[src/design/eia3_pkg.sv]
// shared constants and helpers for the eia3 tag accumulator
`default_nettype none
package eia3_pkg;

  localparam int WORD_W   = 32;
  localparam int BITS_W   = 6;
  localparam int LANES    = WORD_W;
  localparam int S_DATA_W = ((2 * WORD_W + BITS_W + 7) / 8) * 8;
  localparam int M_DATA_W = WORD_W;

  // bit counts above a full word count as a full word
  function automatic logic [BITS_W-1:0] clamp_bits(input logic [BITS_W-1:0] bits);
    logic [BITS_W-1:0] full;
    full = BITS_W'(WORD_W);
    clamp_bits = (bits > full) ? full : bits;
  endfunction

endpackage
`default_nettype wire

[src/design/eia3_lane.sv]
// one bit lane: keystream window at a fixed offset, gated by its message bit
`default_nettype none
module eia3_lane #(
  parameter int OFFSET = 0
) (
  input  wire logic [eia3_pkg::WORD_W-1:0] hi,
  input  wire logic [eia3_pkg::WORD_W-1:0] lo,
  input  wire logic                        msg_bit,
  input  wire logic [eia3_pkg::BITS_W-1:0] n,
  output logic      [eia3_pkg::WORD_W-1:0] window
);
  import eia3_pkg::*;

  logic [2*WORD_W-1:0] joined;
  logic                sel;

  always_comb begin
    joined = {hi, lo} << OFFSET;
    // data bit below the length, or the end of message window
    if (BITS_W'(OFFSET) < n) begin
      sel = msg_bit;
    end else begin
      sel = (BITS_W'(OFFSET) == n);
    end
    window = sel ? joined[2*WORD_W-1:WORD_W] : '0;
  end

endmodule
`default_nettype wire

[src/design/eia3_merge.sv]
// xor merge of all lane windows
`default_nettype none
module eia3_merge (
  input  wire logic [eia3_pkg::LANES-1:0][eia3_pkg::WORD_W-1:0] windows,
  output logic      [eia3_pkg::WORD_W-1:0]                      merged
);
  import eia3_pkg::*;

  logic [WORD_W-1:0][LANES-1:0] column;

  always_comb begin
    for (int b = 0; b < WORD_W; b++) begin
      for (int l = 0; l < LANES; l++) begin
        column[b][l] = windows[l][b];
      end
      merged[b] = ^column[b];
    end
  end

endmodule
`default_nettype wire

[src/design/eia3_mac_accumulator.sv]
// top level: 128-eia3 tag accumulator over keystream and message words
// Takes one item per cycle, back to back. Each item carries a keystream word,
// the message word aligned with it and its valid bit count (below 32 ends the
// message); tlast marks the final keystream word. A word pair is held until the
// next keystream word arrives, then 32 bit lanes form the windows for the set
// message bits and the end of message window, and an xor merge folds them into
// the tag in the same cycle. The tag appears on the master side in the cycle
// after the item with tlast is taken; it sits in an output register, and the
// slave side stalls only in cycles where a tag waits there and m_tready is low.
`default_nettype none
module eia3_mac_accumulator (
  input  wire logic                          clk,
  input  wire logic                          rst,
  input  wire logic                          s_tvalid,
  output logic                               s_tready,
  // key_word [31:0], msg_word [63:32], msg_bits [69:64], zero fill
  input  wire logic [eia3_pkg::S_DATA_W-1:0] s_tdata,
  // key_last
  input  wire logic                          s_tlast,
  output logic                               m_tvalid,
  input  wire logic                          m_tready,
  // mac_tag [31:0]
  output logic      [eia3_pkg::M_DATA_W-1:0] m_tdata
);
  import eia3_pkg::*;

  logic [WORD_W-1:0] key_word;
  logic [WORD_W-1:0] msg_word;
  logic [BITS_W-1:0] msg_bits;

  logic [WORD_W-1:0] held_key;
  logic [WORD_W-1:0] held_msg;
  logic [BITS_W-1:0] held_bits;
  logic              have_held;
  logic              message_done;
  logic [WORD_W-1:0] tag_accum;

  logic [LANES-1:0][WORD_W-1:0] windows;
  logic [WORD_W-1:0]            merged;
  logic [WORD_W-1:0]            accum_next;
  logic                         done_next;
  logic                         active;
  logic                         accept;

  assign key_word = s_tdata[WORD_W-1:0];
  assign msg_word = s_tdata[2*WORD_W-1:WORD_W];
  assign msg_bits = s_tdata[2*WORD_W+BITS_W-1:2*WORD_W];

  assign s_tready = !m_tvalid || m_tready;
  assign accept   = s_tvalid && s_tready;

  for (genvar g = 0; g < LANES; g++) begin : g_lane
    eia3_lane #(
      .OFFSET(g)
    ) u_lane (
      .hi     (held_key),
      .lo     (key_word),
      .msg_bit(held_msg[WORD_W-1-g]),
      .n      (held_bits),
      .window (windows[g])
    );
  end

  eia3_merge u_merge (
    .windows(windows),
    .merged (merged)
  );

  always_comb begin
    active     = have_held && !message_done;
    accum_next = active ? (tag_accum ^ merged) : tag_accum;
    done_next  = message_done || (active && (held_bits < BITS_W'(WORD_W)));
  end

  always_ff @(posedge clk) begin
    if (rst) begin
      have_held    <= 1'b0;
      message_done <= 1'b0;
      tag_accum    <= '0;
      m_tvalid     <= 1'b0;
    end else begin
      if (accept && s_tlast) begin
        m_tvalid <= 1'b1;
      end else if (m_tready) begin
        m_tvalid <= 1'b0;
      end
      if (accept) begin
        if (s_tlast) begin
          m_tdata      <= accum_next ^ key_word;
          have_held    <= 1'b0;
          message_done <= 1'b0;
          tag_accum    <= '0;
        end else begin
          tag_accum    <= accum_next;
          message_done <= done_next;
          have_held    <= !done_next;
          if (!done_next) begin
            held_key  <= key_word;
            held_msg  <= msg_word;
            held_bits <= clamp_bits(msg_bits);
          end
        end
      end
    end
  end

`ifndef SYNTHESIS
  a_held_excl: assert property (@(posedge clk) disable iff (rst)
    !(have_held && message_done))
    else $error("held pair kept after message end");

  a_bits_range: assert property (@(posedge clk) disable iff (rst)
    have_held |-> (held_bits <= BITS_W'(WORD_W)))
    else $error("held bit count out of range");

  a_clear_on_last: assert property (@(posedge clk) disable iff (rst)
    (accept && s_tlast) |=> (!have_held && !message_done && tag_accum == '0 && m_tvalid))
    else $error("state not cleared or tag not shown after last item");
`endif

endmodule
`default_nettype wire
[config.mk]
export PLATFORM = sky130hd
export DESIGN_NAME = eia3_mac_accumulator
export DESIGN_NICKNAME = d
export VERILOG_FILES = /design/src/design/eia3_pkg.sv /design/src/design/eia3_lane.sv /design/src/design/eia3_merge.sv /design/src/design/eia3_mac_accumulator.sv
export SDC_FILE = /design/constraint.sdc
export NUM_CORES = 1
export LEC_CHECK = 0
export BUFFER_PORTS_ARGS = -buffer_cell sky130_fd_sc_hd__buf_2
export CAP_MARGIN = 20
export CORE_MARGIN = 2
export CORE_UTILIZATION = 64
export CTS_CLUSTER_DIAMETER = 100
export DETAILED_ROUTE_END_ITERATION = 7
export PLACE_DENSITY = 0.82
export SYNTH_ARGS = -nofsm -noshare
export SYNTH_HDL_FRONTEND = slang
export SYNTH_SLANG_ARGS = --single-unit
[constraint.sdc]
create_clock -name clk -period 10.97 [get_ports clk]
set_clock_uncertainty 0.2 [all_clocks]
set_input_delay 1.097 -clock clk [delete_from_list [all_inputs] [get_ports clk]]
set_output_delay 1.097 -clock clk [all_outputs]
set_load 0.02 [all_outputs]
==> reports/metrics.cfg <==
[clock_network]
cts_resized=0
clk_pin_slew_ns=0.07
cts-root-buf=clkbuf_16
cts_hold_buf=0
cts_tree=built
clockBufferDepth=2
cts_setup_buffers=0
htree_levels=4
worstSkewPairLatency_ns=0.48
numCtsBuffers=17
cts.sinks=137

[setup_path]
r2r-end=tag_accum[16]
cp-startpoint=held_bits[0]
crit_end=tag_accum[16]
r2r-start=held_bits[0]
crit_cells=12
crit_family=XOR/XNOR gates
slowest_delay_ns=0.96
crit_type=reg -> reg
startpoint_type=flip-flop
r2r_slack_ns=5.53
path_cells=nand2_1 > o41ai_4 > buf_4 > nand2_1 > xor2_1 > xnor2_1 > xnor2_1 > xnor3_1 > xnor2_1 > nand2_1 > or3_1 > a21oi_1
worstPathRequired_ns=11.17
crit_buf_inv=1
end_kind=flip-flop
path_max_fanout=32
crit_arrival_ns=5.64
cpMaxStageDelayCell=xnor2_1
reg2reg_depth=12

[flow_run]
cap_violations=0

[die]
row_count=65
die_area_sq_mm=0.03330
io_pins=111
coreArea_sq_mm=0.03147
start_util_pct=64.78
die_h_microns=182.5
fp.dieW_microns=182.5

[logic_synthesis]
synth_area_leaders=xnor2_1 (26%), nand2_1 (19%), edfxtp_1 (15%)
seq_area_frac_synth_pct=18.46
synth_area_per_cell_sq_um=7.697
synthArstFlopShare_pct=0
synth-main-ff-cell=edfxtp_1
syn_area_sq_mm=0.02039
synth_edf_count=102
synth_top_area_share_pct=26.42
synth_warnings=0
yosysUniqueCellTypes=67
ys_seq_elements=137
synth_top_cell_by_area=xnor2_1
synthCells=2649
syn_nets=2726

[detailed_routing]
first_iter_violations=3821
dr.pass1.iters=8
wl_per_cell_microns=25.55
detail-route-antenna-nets=0
routed_wl_microns=76830
vias=20310
avgViaCountPerCell=6.753
drc_errors=22

[global_routing]
grt_pass1_vias=20070
grt_overflow=0
grt_max_degree=71
antenna_found_initial=2
grt_pass1_wl_microns=116400
track_usage_pct=46.47

[power_and_ir_drop]
net-switching-power_uw=964.9
comb_power_share_pct=51.9
swShare_pct=39.48
powerDensity_mw_per_mm2=113.6
pwr-share-clk_pct=23.4
p_seq_share_pct=24.7
p_leak_nw=8.549
intPower_mw=1.479
max-vdd-ir-drop_uv=125.8

[finish]
syn2layout_area_growth_pct=5.536
layout-drive-gt1-share_pct=8.791
fin_util_pct=68.36
seq_area_sq_mm=0.003764
multiInputGateArea_sq_mm=0.01566
layout_common_cells=nand2_1 (1008), xnor2_1 (615), xor2_1 (209), xnor3_1 (111), buf_2 (108)
nets=2669
n_antenna_cell=0
final_common_cell=nand2_1
fill_cells=2488

[timing]
fin_crit_ns=5.437
finalCritPeriodShare_pct=49.56
finalSetupViolations=0
fin_setup_tns_ns=0
max_slew_margin_pct=21.69
hold_violations=0
tightest_slew_ns=1.166
slew_viol_final=0
rsz0062_at_grt=false
fmax_mhz=183.9

[placed_design]
gp_congestion=0.9553
io_buffers=108
dp_hpwl_microns=42850

[min_path]
min_from=tag_accum[16]
hold_class=reg -> reg

[run_status]
outcome=finished with violations
violations=design-rule violations

==> sequential cells by signal, indices dropped and copies added (netlist names) <==
register,cells
have_held,1
held_bits,6
held_key,32
tag_accum,32
m_tvalid,1
m_tdata,32
message_done,1
held_msg,32
==> logic make-up (layout without fill, tap and decap cells) <==
logic type / Yosys count / in the layout / synth area share (%)
xor+xnor: 935 / 935 / 47.66
simple gates: 1126 / 1126 / 22.00
compound gates: 202 / 202 / 6.659
buf+inv: 249 / 205 / 5.222
flops: 137 / 137 / 18.46
==> worst reg2reg max path, delay by kind of cell (launching register included) <==
kind	cells	cell delay, ns
DFF	1	0.80
xor gates and xnor gates	5	2.01
AOI/OAI and AO/OA	2	0.54
buffers and inverters	1	0.52
and+or+nand+nor	4	1.30
==> power by group through the flow <==
stage	Combinational, mW	Sequential, mW	Clock [mW]
2_1_floorplan	0.889	0.616	0
3_3_place_gp	1.15	0.613	0
3_5_place_dp	1.18	0.614	0
4_1_cts	1.19	0.603	0.574
5_1_grt	1.30	0.605	0.596
6_report	1.27	0.603	0.572
==> cells in the mapped netlist, types with 3 or more instances <==
master,count
o21ai_0,45
clkbuf_1,118
a22o_1,5
inv_1,7
xnor3_1,111
a21boi_0,12
a31oi_1,8
nor2_1,18
edfxtp_1,102
nand2_1,1008
a21o_1,13
o41ai_1,3
nor3_1,7
and2_1,7
nand2b_1,3
o31ai_1,5
a21boi_1,4
nor2b_1,8
xnor2_1,615
or3_1,27
o22ai_1,5
buf_4,7
a32o_1,6
xor2_1,209
nor4_1,3
a21oi_1,60
dfxtp_1,35
buf_2,77
o21a_1,6
a32oi_1,3
buf_1,39
nand3_1,27
==> layer usage <==
layer  routed length [microns]  share of wire, %  GRT usage [%]  up-vias
met5                         0                 0              0        -
met4                      8049                10          37.94        0
met3                     14420                19          20.73      812
met2                     30180                39          65.54     2023
met1                     24180                31          54.30     9262
li1                          -                 -              -     8208
==> stage by stage <==
step	total power [mW]	setup WS, ns	instances	cell area [sq um]	hold slack, ns
floorplan	1.506	1.618	2649	20390	0.2568
global placement	1.766	6.104	2973	20910	0.2788
detailed placement	1.794	6.050	2974	20930	0.2905
CTS	2.363	6.046	3006	21490	0.3032
global route	2.499	5.418	3007	21520	0.3216
finish	2.444	5.533	3007	21520	0.3049
==> how the worst min path moves through the flow <==
stage | endpoint | depth (start not counted)
global placement | tag_accum[10] | 1
detailed placement | tag_accum[16] | 2
floorplan | have_held | 1
CTS | tag_accum[16] | 2
finish | tag_accum[16] | 2
global route | tag_accum[15] | 2
==> cell type report <==
type,instances,share of cell area (%)
inverters,7,0.1221
well taps,402,2.338
repair buffers,166,4.664
multi-input cells,2263,72.77
clock buffers,20,2.128
clock inverters,12,0.4826
flip-flops and latches,137,17.49
(Power assumes the default switching activity.)
